[config.mk]
export PLATFORM = sky130hd
export DESIGN_NAME = mac_address_text_parser_top
export DESIGN_NICKNAME = d
export VERILOG_FILES = /design/src/mac_parse_pkg.sv /design/src/mac_address_text_parser_top.sv
export SDC_FILE = /design/constraint.sdc
export NUM_CORES = 1
export LEC_CHECK = 0
export BUFFER_PORTS_ARGS = -buffer_cell sky130_fd_sc_hd__buf_2
export CAP_MARGIN = 15
export CORE_MARGIN = 3
export CORE_UTILIZATION = 60
export CTS_CLUSTER_SIZE = 20
export DETAILED_ROUTE_END_ITERATION = 7
export PLACE_DENSITY = 0.81
export SYNTH_ARGS = -nofsm -noshare
export SYNTH_HDL_FRONTEND = slang
export SYNTH_SLANG_ARGS = --single-unit
[constraint.sdc]
create_clock -name clk -period 7.2 [get_ports clk]
set_input_delay 1.8 -clock clk [delete_from_list [all_inputs] [get_ports clk]]
set_output_delay 1.8 -clock clk [all_outputs]
set_load 0.01 [all_outputs]
[src/mac_parse_pkg.sv]
`timescale 1ns / 1ps
`default_nettype none
// ----------------------------------------------------------------------------
// mac_parse_pkg
// Shared constants and character decoding for the MAC address text parser.
// ----------------------------------------------------------------------------
package mac_parse_pkg;

	localparam int unsigned CharWidth    = 8;
	localparam int unsigned NumBytes     = 6;
	localparam int unsigned AddrWidth    = 8 * NumBytes;
	localparam int unsigned BytePosWidth = 3;
	localparam int unsigned DigitWidth   = 4;
	localparam int unsigned CountWidth   = 5;

	localparam logic [DigitWidth-1:0]   DigitsNeeded = 4'd12;
	localparam logic [CountWidth-1:0]   LenPlain     = 5'd12;
	localparam logic [CountWidth-1:0]   LenSeparated = 5'd17;
	localparam logic [CountWidth-1:0]   CountMax     = 5'd31;
	localparam logic [BytePosWidth-1:0] BytePosLimit = 3'd6;

	localparam logic [CharWidth-1:0] ChDot    = 8'h2E;
	localparam logic [CharWidth-1:0] ChColon  = 8'h3A;
	localparam logic [CharWidth-1:0] ChDash   = 8'h2D;
	localparam logic [CharWidth-1:0] ChZero   = 8'h30;
	localparam logic [CharWidth-1:0] ChNine   = 8'h39;
	localparam logic [CharWidth-1:0] ChLowA   = 8'h61;
	localparam logic [CharWidth-1:0] ChLowF   = 8'h66;
	localparam logic [CharWidth-1:0] ChUpA    = 8'h41;
	localparam logic [CharWidth-1:0] ChUpF    = 8'h46;
	localparam logic [DigitWidth-1:0] TenVal  = 4'd10;

	typedef struct packed {
		logic                  is_hex;
		logic [DigitWidth-1:0] value;
	} hex_digit_t;

	function automatic hex_digit_t hex_decode(input logic [CharWidth-1:0] c);
		hex_digit_t r;
		logic [CharWidth-1:0] diff;
		r = '0;
		diff = '0;
		if (c >= ChZero && c <= ChNine) begin
			diff = c - ChZero;
			r.is_hex = 1'b1;
			r.value = diff[DigitWidth-1:0];
		end else if (c >= ChLowA && c <= ChLowF) begin
			diff = c - ChLowA;
			r.is_hex = 1'b1;
			r.value = diff[DigitWidth-1:0] + TenVal;
		end else if (c >= ChUpA && c <= ChUpF) begin
			diff = c - ChUpA;
			r.is_hex = 1'b1;
			r.value = diff[DigitWidth-1:0] + TenVal;
		end
		return r;
	endfunction

	function automatic logic is_separator(input logic [CharWidth-1:0] c);
		return (c == ChDot) || (c == ChColon) || (c == ChDash);
	endfunction

endpackage
`default_nettype wire

[src/mac_address_text_parser_top.sv]
`timescale 1ns / 1ps
`default_nettype none
// ----------------------------------------------------------------------------
// mac_address_text_parser_top
// Parses MAC address text, one character per transfer, into six bytes.
// A result loads into the output register (m_tvalid) once its last character
// has landed in the input register and the output register is free to take it.
// Throughput: one character per cycle; only a last character waits on a full
// result register.
// Reset: arst_n clears parse state and valid flags; the state also returns
// to reset after every last character.
// ----------------------------------------------------------------------------
module mac_address_text_parser_top (
	input  wire logic clk,
	input  wire logic arst_n,
	input  wire logic s_tvalid,
	output      logic s_tready,
	input  wire logic [mac_parse_pkg::CharWidth-1:0] s_tdata,  // [7:0] char_in
	input  wire logic s_tlast,                                 // is_last
	output      logic m_tvalid,
	input  wire logic m_tready,
	output      logic [mac_parse_pkg::AddrWidth-1:0] m_tdata,  // [47:0] mac_addr
	output      logic m_tuser                                  // [0] ok
);
	import mac_parse_pkg::*;

	logic                    valid_s1;
	logic [CharWidth-1:0]    char_s1;
	logic                    last_s1;

	logic [AddrWidth-1:0]    addr_q;
	logic [BytePosWidth-1:0] byte_pos_q;
	logic                    run_q;
	logic [DigitWidth-1:0]   total_q;
	logic                    halted_q;
	logic [CountWidth-1:0]   count_q;

	logic [AddrWidth-1:0]    addr_nx;
	logic [BytePosWidth-1:0] byte_pos_nx;
	logic                    run_nx;
	logic [DigitWidth-1:0]   total_nx;
	logic                    halted_nx;
	logic [CountWidth-1:0]   count_nx;

	logic                    out_valid_q;
	logic [AddrWidth-1:0]    out_addr_q;
	logic                    out_ok_q;

	hex_digit_t              hd;
	logic                    out_free;
	logic                    advance;
	logic                    len_ok;

	assign out_free = !out_valid_q || m_tready;
	assign advance  = valid_s1 && (!last_s1 || out_free);
	assign s_tready = !valid_s1 || advance;

	assign m_tvalid = out_valid_q;
	assign m_tdata  = out_addr_q;
	assign m_tuser  = out_ok_q;

	assign hd = hex_decode(char_s1);

	always_comb begin
		addr_nx     = addr_q;
		byte_pos_nx = byte_pos_q;
		run_nx      = run_q;
		total_nx    = total_q;
		halted_nx   = halted_q;
		count_nx    = (count_q != CountMax) ? count_q + 1'b1 : count_q;
		if (!halted_q) begin
			if (hd.is_hex) begin
				for (int i = 0; i < NumBytes; i++) begin
					if (byte_pos_q == BytePosWidth'(i) && byte_pos_q < BytePosLimit) begin
						addr_nx[8*(NumBytes-1-i) +: 8] =
							{addr_q[8*(NumBytes-1-i) +: 4], hd.value};
					end
				end
				total_nx = total_q + 1'b1;
				run_nx   = !run_q;
				if (run_q) begin
					byte_pos_nx = byte_pos_q + 1'b1;
				end
				if (total_nx >= DigitsNeeded) begin
					halted_nx = 1'b1;
				end
			end else if (is_separator(char_s1)) begin
				run_nx = 1'b0;
			end else begin
				halted_nx = 1'b1;
			end
		end
		len_ok = (count_nx == LenPlain) || (count_nx == LenSeparated);
	end

	always_ff @(posedge clk or negedge arst_n) begin
		if (!arst_n) begin
			valid_s1    <= 1'b0;
			addr_q      <= '0;
			byte_pos_q  <= '0;
			run_q       <= 1'b0;
			total_q     <= '0;
			halted_q    <= 1'b0;
			count_q     <= '0;
			out_valid_q <= 1'b0;
		end else begin
			if (s_tready) begin
				valid_s1 <= s_tvalid;
			end
			if (advance && last_s1) begin
				out_valid_q <= 1'b1;
			end else if (m_tready) begin
				out_valid_q <= 1'b0;
			end
			if (advance) begin
				if (last_s1) begin
					addr_q      <= '0;
					byte_pos_q  <= '0;
					run_q       <= 1'b0;
					total_q     <= '0;
					halted_q    <= 1'b0;
					count_q     <= '0;
				end else begin
					addr_q      <= addr_nx;
					byte_pos_q  <= byte_pos_nx;
					run_q       <= run_nx;
					total_q     <= total_nx;
					halted_q    <= halted_nx;
					count_q     <= count_nx;
				end
			end
		end
	end

	always_ff @(posedge clk) begin
		if (s_tready && s_tvalid) begin
			char_s1 <= s_tdata;
			last_s1 <= s_tlast;
		end
		if (advance && last_s1) begin
			out_addr_q <= len_ok ? addr_nx : '0;
			out_ok_q   <= len_ok && (total_nx == DigitsNeeded) && !halted_q;
		end
	end

endmodule
`default_nettype wire

Yosys cells after proc, flatten, opt, wreduce, memory -nomap -nowiden --
Index checks and enable logic that the tools add are counted. Widths: inputs -> output; s select.
Cells by class: shift operators 0, multipliers 0, bitwise operators 0, mux-type cells 32, divide/modulo/power cells 0, reductions and logical operators 32, add/subtract/negate cells 8, eq/ne operators 13, $lt $le $gt $ge 8
Operators with widths (number):
- $mux 48 | 3
- $mux 8 | 6
- $mux 5 | 5
- $eq 8x6->1 const B | 3
- $ge 8x7->1 const B | 2
- $le 8x7->1 const B | 2
- $logic_and 1x1->1 | 14
- $mux 3 | 4
- $mux 4 | 3
- $sub 4x1->4 const B | 3
- $mux 1 | 11
- $add 4x4->4 const B | 2
- $ge 8x6->1 const B | 1
- $le 8x6->1 const B | 1
- $eq 3x2->1 const B | 2
- $eq 3x3->1 const B | 2
- $logic_or 1x1->1 | 6
- $reduce_bool 2->1 | 3
- $add 5x1->5 const B | 1
- $eq 5x4->1 const B | 1
- $eq 5x5->1 const B | 1
- $logic_not 1->1 | 5
- $ne 5x5->1 const B | 1
- $add 4x1->4 const B | 1
- other kinds (10) | 10
Storage, ports and cells: memories 0, memory bits (read-only) 0, bits in registers 122, latch bits 0, output and inout port bits 51, word-level logic and storage cells 105, memory bits (writable) 0

Depth between registers and ports, before layout --
Gate-level depths: netlist of the first run.
depth after elaboration 10, gate-level depth with buffers 9, depth with buffers taken out 7

Worst setup path before layout of the first run --
No wires, ideal clock.
path kind in2out, from input m_tready, to output s_tready, stages 1, slack 3.361 ns, arrival 2.039 ns, cells stage by stage nand4b_1
On the way: longest elaborated chain between the ends 4
RTL lines:
- start, declared | line mac_address_text_parser_top.sv:21 | input wire logic m_tready,
- $logic_or 1x1->1 | line mac_address_text_parser_top.sv:54 | assign out_free = !out_valid_q || m_tready;
- $logic_or 1x1->1 | line mac_address_text_parser_top.sv:55 | assign advance = valid_s1 && (!last_s1 || out_free);
- $logic_and 1x1->1 | line mac_address_text_parser_top.sv:55
- $logic_or 1x1->1 | line mac_address_text_parser_top.sv:56 | assign s_tready = !valid_s1 || advance;
- end, declared | line mac_address_text_parser_top.sv:17 | output logic s_tready,
No other way between the ends.

Final worst setup path of the first run --
Ends and elaborated chain as after synthesis.

==> out/qor.txt, run 1 <==
PostCTS Resize Cnt: 0
Max Transition Viols Final: 0
Worst-Margin Slew: 1.21 ns
DP HPWL: 8420 um
reg-to-reg critical path endpoint: m_tuser
number of buffers created by CTS: 17
Worst Hold Class: reg2reg
initial antenna violation count: 0
Setup TNS Final: 0 ns
fmax: 244 MHz
max_cap viols: 0
CTS Hold Bufs: 0
# placed instances: 740
routed length per instance: 17.5 um
RSZ-0062 raised after global routing: no
DRT antenna net count: 0
Longest Clk Path Bufs: 2
Most used DFF post-synth: dfrtp_1
Clk Latency, worst-skew pair: 0.54 ns
Final period util: 0.569
Synthesized Nets: 602
first-pass GRT wire length: 22300 um
outcome: completed
Final Skew: 0.00735 ns
flop-to-flop setup slack: 4.17 ns
Chip Width: 106 um
Syn. warnings: 0
Synth Area in XOR/XNOR: 0.00578
crit path DAT: 2.30 ns
Synth Register Bits: 122
CP Capture Type: output port
kind of critical path: in2out
boundary pin count: 64
R2R Path Start: char_s1[0]
mean post-synth cell area: 10.5 um^2
Worst Path Max Fanout: 3
Cell variety after synth: 66
Worst-path clk slew: 0.05 ns
Hold Crit Start: addr_q[14]
compound-cell area share of the yosys netlist: 0.199
Post-synth ARST share: 0.525
RePlAce Congestion: 0.839
Die Span Y: 106 um
cells on worst reg2reg path: 7
hold slack: 0.490 ns
Row Count: 36
post-DR vias/cell: 6.29
largest net degree at the start of global routing: 65
Post-Synth Simple-Gate Area: 0.170
synthesized area: 0.00606 mm^2
cell area after placement: 0.00640 mm^2
hold-critical path endpoint: addr_q[14]
Req. time, crit path: 5.40 ns
Post-Layout Inst Area: 0.00701 mm^2
Initial Util: 0.620
Post-Synth Adder-Cell Area: 0.0227
antenna cells: 0
DIE AREA: 0.0113 mm^2
TritonCTS Sinks: 122
initial DRC count: 358
Remaining Overflow, GRT: 0
via count: 4872
largest family of logic cells by synthesized area: compound AO/OA/AOI/OAI gates
H-tree Lvls: 4
postcts setup bufs: 0
Cell Pwr Density: 275 mW/mm^2
nets@finish: 652
Worst VDD drop: 0.000186 V
Rel. slew slack: 0.192
vias in the first global route: 4648
GR Util All Layers: 0.252
final setup vio count: 0
static leakage: 2.71 nW
Area Overhead vs Synth: 15.8%
Root Driver: clkbuf_8
routed wire length: 13500 um
post-synthesis mux area share: 0.0149
share of cells above drive strength 1: 0.172
register area share after synthesis: 0.552
core outline area: 0.00977 mm^2
Port Buf Inserts: 63
Mapped Cells: 578
DRC Markers: 0
DR pass1 iterations: 5
Finished Layout Cells: 774
fin crit period: 4.10 ns
EDFF count, synth: 58
final hold violations: 0
Hold Path Cell Cnt: 1
CP Launch Type: primary input
CTS tree: yes
kinds of logic after synthesis:
| group | count (synthesis) |
|---|---|
| flip-flops | 122 |
| multiplexers | 9 |
| adder cells (fa/ha/maj) | 11 |
| XOR/XNOR | 4 |
| buffers and inverters | 50 |
| AO/OA/AOI/OAI | 171 |
| AND/OR/NAND/NOR | 211 |
stage by stage:
| step | power, mW | utilization | worst slack (ns) |
|---|---|---|---|
| finish | 1.93 | 0.717 | 3.10 |
| CTS | 1.93 | 0.716 | 3.10 |
| floorplan | 0.996 | - | 3.36 |
| global route | 2.00 | 0.717 | 3.06 |
| detailed placement | 1.07 | 0.655 | 3.10 |
| global placement | 1.05 | 0.655 | 3.13 |
how the worst max path moves through the flow:
stage               slack [ns]  cells past startpoint  startpoint  endpoint
floorplan                 3.36                      1    m_tready  s_tready
global placement          3.13                      3    m_tready  s_tready
detailed placement        3.10                      3    m_tready  s_tready
CTS                       3.10                      3    m_tready  s_tready
global route              3.06                      3    m_tready  s_tready
finish                    3.10                      3    m_tready  s_tready
cell type report:
class                           count  area, um^2
Tap cell                          133         166
Clock inverter                     10         146
Inverter                           10        37.5
Fill cell                         701        2760
Clock buffer                       22         453
Sequential cell                   122        3340
Multi-Input combinational cell    406        2500
Timing Repair Buffer               71         370
flip-flops by register name, summed over array words and instances, names as in the netlist:
| name | flops |
|---|---|
| addr_q | 48 |
| byte_pos_q | 3 |
| char_s1 | 8 |
| count_q | 5 |
| halted_q | 1 |
| last_s1 | 1 |
| m_tdata | 48 |
| m_tuser | 1 |
| m_tvalid | 1 |
| run_q | 1 |
| total_q | 4 |
| valid_s1 | 1 |
layout by cell type, fill, tap and decap left out, drive strengths merged, types with 5 or more instances in the layout:
cell / instances
a21oi: 41
mux2i: 9
o221ai: 7
nor2: 31
and2: 7
o31ai: 5
nor3: 6
clkbuf: 22
a211oi: 9
nand2: 98
nand3b: 5
nand2b: 14
clkinv: 7
dfrtp: 64
nor2b: 20
o211ai: 6
inv: 9
nand3: 15
buf: 71
o21ai: 39
a22oi: 18
ha: 11
a32o: 17
edfxtp: 58
worst max-delay path, stage by stage:
cell and delay [ns]:
buf_2 0.10, nand4b_1 0.20, buf_2 0.19
routing by layer:
metal,vias to the layer above,global-route usage,part of all wire,routed length [um]
met5,-,0,0,0
met4,0,0.117,0.027,362
met3,37,0.0595,0.067,903
met2,203,0.411,0.50,6780
met1,2389,0.320,0.40,5470
li1,2243,-,-,-
power breakdown:
part	leakage, nW	internal (mW)	switching (mW)
clock network	0.295	0.575	0.293
logic	0.982	0.0792	0.126
registers	1.44	0.790	0.0627
synthesized netlist by cell type (all sizes together), types with 11 or more instances:
library cell   n  area, um^2
a21oi         41         209
a22oi         18         135
a32o          17         170
buf           18        97.6
clkbuf        22        82.6
dfrtp         64        1600
edfxtp        58        1740
ha            11         138
nand2         98         368
nand2b        14        87.6
nand3         15        80.1
nor2          31         116
nor2b         20         125
o21ai         39         203
Note: power is estimated with default switching activity, not from simulation.
==> inputs of run 2 (changes only) <==
--- a/config.mk
+++ b/config.mk
@@ -8,10 +8,10 @@
 export BUFFER_PORTS_ARGS = -buffer_cell sky130_fd_sc_hd__buf_2
 export CAP_MARGIN = 15
 export CORE_MARGIN = 3
-export CORE_UTILIZATION = 60
+export CORE_UTILIZATION = 59
 export CTS_CLUSTER_SIZE = 20
 export DETAILED_ROUTE_END_ITERATION = 7
-export PLACE_DENSITY = 0.81
+export PLACE_DENSITY = 0.8
 export SYNTH_ARGS = -nofsm -noshare
 export SYNTH_HDL_FRONTEND = slang
 export SYNTH_SLANG_ARGS = --single-unit
==> constraint.sdc (replaced) <==
create_clock -name clk -period 4.2 [get_ports clk]
set_input_delay 1.05 -clock clk [delete_from_list [all_inputs] [get_ports clk]]
set_output_delay 1.05 -clock clk [all_outputs]
set_load 0.01 [all_outputs]
==> out/qor.txt, run 2 (same netlist as run 1, synthesis figures left out) <==
antenna cells: 0
Port Buf Inserts: 63
hold slack: 0.442 ns
Longest Clk Path Bufs: 2
flip-flop and latch area: 0.00334 mm^2
routed length per instance: 17.6 um
initial antenna violation count: 0
Filler cells: 724
via count: 4852
Root Driver: clkbuf_8
DRC Markers: 0
RePlAce Congestion: 0.872
outcome: completed
static leakage: 2.72 nW
largest net degree at the start of global routing: 63
post-DR vias/cell: 6.26
CTS Hold Bufs: 0
CP Launch Type: flip-flop
kind of critical path: reg2reg
max_cap viols: 0
DIE AREA: 0.0115 mm^2
Req. time, crit path: 4.53 ns
H-tree Lvls: 4
DR pass1 iterations: 6
fmax: 331 MHz
Rel. slew slack: 0.117
flop-to-flop setup slack: 1.18 ns
final hold violations: 0
Placement Setup Slack: 1.14 ns
RSZ-0062 raised after global routing: no
most common cell after layout, fill and taps aside: nand2_1
R2R Path Start: char_s1[0]
core outline area: 0.00986 mm^2
postcts setup bufs: 0
Die Span Y: 107 um
final setup vio count: 0
Worst-Margin Slew: 1.32 ns
Row Count: 36
Area Overhead vs Synth: 16.1%
Cell Pwr Density: 461 mW/mm^2
CTS tree: yes
CP Capture Type: flip-flop
area of the multi-input gates: 0.00250 mm^2
DP HPWL: 8660 um
crit path DAT: 3.35 ns
nets@finish: 653
PostCTS Resize Cnt: 0
initial DRC count: 467
Final period util: 0.719
Setup TNS Final: 0 ns
Remaining Overflow, GRT: 0
routed wire length: 13700 um
Final Skew: 0.00692 ns
number of buffers created by CTS: 17
GR Util All Layers: 0.255
first-pass GRT wire length: 22900 um
Worst-path clk slew: 0.06 ns
reg-to-reg critical path endpoint: m_tuser
TritonCTS Sinks: 122
Initial Util: 0.614
fin crit period: 3.02 ns
Worst Path Max Fanout: 13
final worst slack: 1.18 ns
share of cells above drive strength 1: 0.179
most frequent cells in the layout: 98 x nand2_1, 64 x dfrtp_1, 64 x buf_2
Clk Latency, worst-skew pair: 0.52 ns
vias in the first global route: 4668
Max Transition Viols Final: 0
boundary pin count: 64
DRT antenna net count: 0
cells on worst reg2reg path: 7
Chip Width: 107 um
Worst Hold Class: in2async
Worst VDD drop: 0.000258 V
## run 2: final cells by class
| class | instances | area share |
|---|---|---|
| Tap cell | 133 | 0.0237 |
| Timing Repair Buffer | 72 | 0.0577 |
| Sequential cell | 122 | 0.475 |
| Clock inverter | 13 | 0.0215 |
| Multi-Input combinational cell | 406 | 0.355 |
| Inverter | 10 | 0.00534 |
| Clock buffer | 19 | 0.0614 |
## run 2: metal layers
layer	vias to the layer above	wire, um	part of all wire	track usage
li1	2244	-	-	-
met4	0	479	0.035	0.132
met5	-	0	0	0
met1	2346	5570	0.41	0.336
met3	41	951	0.070	0.0552
met2	221	6660	0.49	0.400
## run 2: worst max path at each step
stage                     startpoint         end  slack (ns)  cells past startpoint
after floorplan             m_tready  m_tdata[0]        1.27                      5
after global placement      m_tready  addr_q[45]        1.38                      6
after detailed placement  char_s1[0]  addr_q[36]        1.14                      7
after CTS                 char_s1[0]  addr_q[36]        1.11                      7
after global routing      char_s1[0]     m_tuser        1.02                      7
final                     char_s1[0]     m_tuser        1.18                      7
## run 2: critical path: stages, from the launching register on
cell and delay (ns):
edfxtp_1 0.47, inv_1 0.18, ha_1 0.23, o21bai_1 0.14, a21oi_2 0.56, o21ai_2 0.31, or4_1 0.56, a2111oi_2 0.37
## run 2: report_power, final
| group | internal, mW | switching [mW] |
|---|---|---|
| combinational | 0.141 | 0.219 |
| sequential | 1.35 | 0.108 |
| clock | 0.912 | 0.512 |
| total | 2.41 | 0.839 |
## run 2: per-stage QoR
stage	utilization	cells	total power [mW]	cell area (um^2)
after floorplan	-	578	1.71	6060
after global placement	0.650	740	1.81	6420
after detailed placement	0.650	740	1.83	6420
after CTS	0.710	772	3.25	7000
after global routing	0.713	775	3.38	7030
final	0.713	775	3.24	7030
==> inputs of run 3 (changes only) <==
--- a/config.mk
+++ b/config.mk
@@ -5,6 +5,7 @@
 export SDC_FILE = /design/constraint.sdc
 export NUM_CORES = 1
 export LEC_CHECK = 0
+export ABC_AREA = 1
 export BUFFER_PORTS_ARGS = -buffer_cell sky130_fd_sc_hd__buf_2
 export CAP_MARGIN = 15
 export CORE_MARGIN = 3
==> constraint.sdc (replaced) <==
create_clock -name clk -period 2.78 [get_ports clk]
set_input_delay 0.695 -clock clk [delete_from_list [all_inputs] [get_ports clk]]
set_output_delay 0.695 -clock clk [all_outputs]
set_load 0.01 [all_outputs]
==> out/qor.txt, run 3 <==
RePlAce Congestion: 0.849
share of cells above drive strength 1: 0.174
largest cells by area after synthesis: edfxtp_1 29%, dfrtp_1 27%, nand2_1 19%
post-DR vias/cell: 5.37
Die Span Y: 107 um
Syn. warnings: 0
CP Launch Type: flip-flop
critical path cell sequence: inv_1 -> ha_1 -> nor2_1 -> nand2_1 -> nand3_2 -> nand2_4 -> nand3_2 -> inv_1 -> nand2_1 -> nand2_1 -> nor2_1
boundary pin count: 64
Root Driver: clkbuf_8
DR pass1 iterations: 6
most common cell after layout, fill and taps aside: nand2_1
initial DRC count: 352
Area Overhead vs Synth: 17.9%
Longest Clk Path Bufs: 2
CTS Hold Bufs: 0
DRT antenna net count: 0
Bufs and invs on worst path: 2
Post-synth ARST share: 0.525
Setup TNS Final: 0 ns
DIE AREA: 0.0114 mm^2
Row Count: 36
most frequent cell after synthesis: nand2_1
Req. time, crit path: 3.04 ns
flop-to-flop setup slack: 0.34 ns
cell taking the most area after synthesis: edfxtp_1
Worst-Margin Slew: 0.579 ns
Port Buf Inserts: 63
Remaining Overflow, GRT: 0
crit path DAT: 2.70 ns
CP most frequent cell: nand2_1
Clk Latency, worst-skew pair: 0.52 ns
synthesized area: 0.00599 mm^2
vias in the first global route: 4768
most frequent cells in the layout: 296 x nand2_1, 82 x inv_1, 67 x nand3_1
antenna cells: 0
final setup vio count: 0
largest net degree at the start of global routing: 65
Filler cells: 710
first-pass GRT wire length: 21300 um
routed wire length: 12700 um
register area share after synthesis: 0.558
PostCTS Resize Cnt: 0
Crit-path slowest cell: edfxtp_1
initial antenna violation count: 0
outcome: completed
Synth Register Bits: 122
TritonCTS Sinks: 122
Worst VDD drop: 0.000380 V
Max Transition Viols Final: 0
final hold violations: 0
Initial Util: 0.610
static leakage: 3.42 nW
GR Util All Layers: 0.238
H-tree Lvls: 4
fmax: 411 MHz
RSZ-0062 raised after global routing: no
Final Skew: 0.00701 ns
Worst-path clk slew: 0.06 ns
Worst Hold Class: in2async
routed length per instance: 13.7 um
most common library cells after synthesis: 296 x nand2_1, 83 x inv_1, 67 x nand3_1
Chip Width: 107 um
Synthesized Nets: 734
EDFF count, synth: 58
Worst Path Max Fanout: 15
DRC Markers: 0
DP HPWL: 8200 um
Tot Pwr: 4.81 mW
postcts setup bufs: 0
Crit path max-delay family: simple AND/OR/NAND/NOR gates
CP Capture Type: flip-flop
number of buffers created by CTS: 17
Cell Pwr Density: 681 mW/mm^2
area of the multi-input gates: 0.00222 mm^2
max_cap viols: 0
CTS tree: yes
core outline area: 0.00982 mm^2
flip-flop and latch area: 0.00334 mm^2
mean post-synth cell area: 8.44 um^2
fin crit period: 2.44 ns
top cell type's share of synthesized area: 0.291
Mapped Cells: 710
Final period util: 0.876
kind of critical path: reg2reg
Rel. slew slack: 0.614
largest stage delay on the critical path: 0.44 ns
nets@finish: 804
Most used DFF post-synth: dfrtp_1
via count: 4965
Cell variety after synth: 33
[run 3: cells by family after synthesis]
family	synth area share
flip-flops	0.558
adder cells (fa/ha/maj)	0.0230
XOR/XNOR	0.00439
AND/OR/NAND/NOR	0.323
AO/OA/AOI/OAI	0.0186
buffers and inverters	0.0729
[run 3: metrics by stage]
stage | hold WS (ns) | utilization | worst slack [ns] | cells | cell area [um^2]
after floorplan | 0.399 | - | 0.149 | 710 | 5990
after global routing | 0.209 | 0.719 | 0.146 | 925 | 7060
after global placement | 0.461 | 0.655 | 0.380 | 893 | 6430
after detailed placement | 0.465 | 0.655 | 0.310 | 893 | 6430
after CTS | 0.200 | 0.717 | 0.386 | 924 | 7040
final | 0.186 | 0.719 | 0.344 | 925 | 7060
[run 3: area by class of cell]
cell class              instances  area share
clock buffers                  20      0.0617
inverters                      88      0.0468
clock inverters                11      0.0243
well taps                     133      0.0236
multi-input cells             482       0.314
repair buffers                 69      0.0563
flip-flops and latches        122       0.473
[run 3: path summary, 6_finish.rpt]
| kind | startpoint | end | cells past startpoint |
|---|---|---|---|
| max | char_s1[0] | m_tdata[5] | 11 |
| min | arst_n | addr_q[31] | 2 |
| max reg2reg | char_s1[0] | m_tdata[5] | 11 |
| min reg2reg | addr_q[19] | addr_q[19] | 2 |
| max in group asynchronous | arst_n | addr_q[39] | 2 |
| min in group clk | s_tdata[4] | char_s1[4] | 1 |
[run 3: report_power, final]
group          switching, mW  internal (mW)  total [mW]  leakage [nW]
clock                  0.772           1.47        2.25         0.291
combinational          0.360          0.153       0.513          1.69
sequential            0.0636           1.99        2.05          1.44
total                   1.20           3.61        4.81          3.42
[run 3: routing by layer]
metal	track usage	share of wire	vias to the layer above
met2	0.403	0.50	224
li1	-	-	2376
met4	0.110	0.032	0
met3	0.0554	0.074	47
met1	0.289	0.39	2318
met5	0	0	-
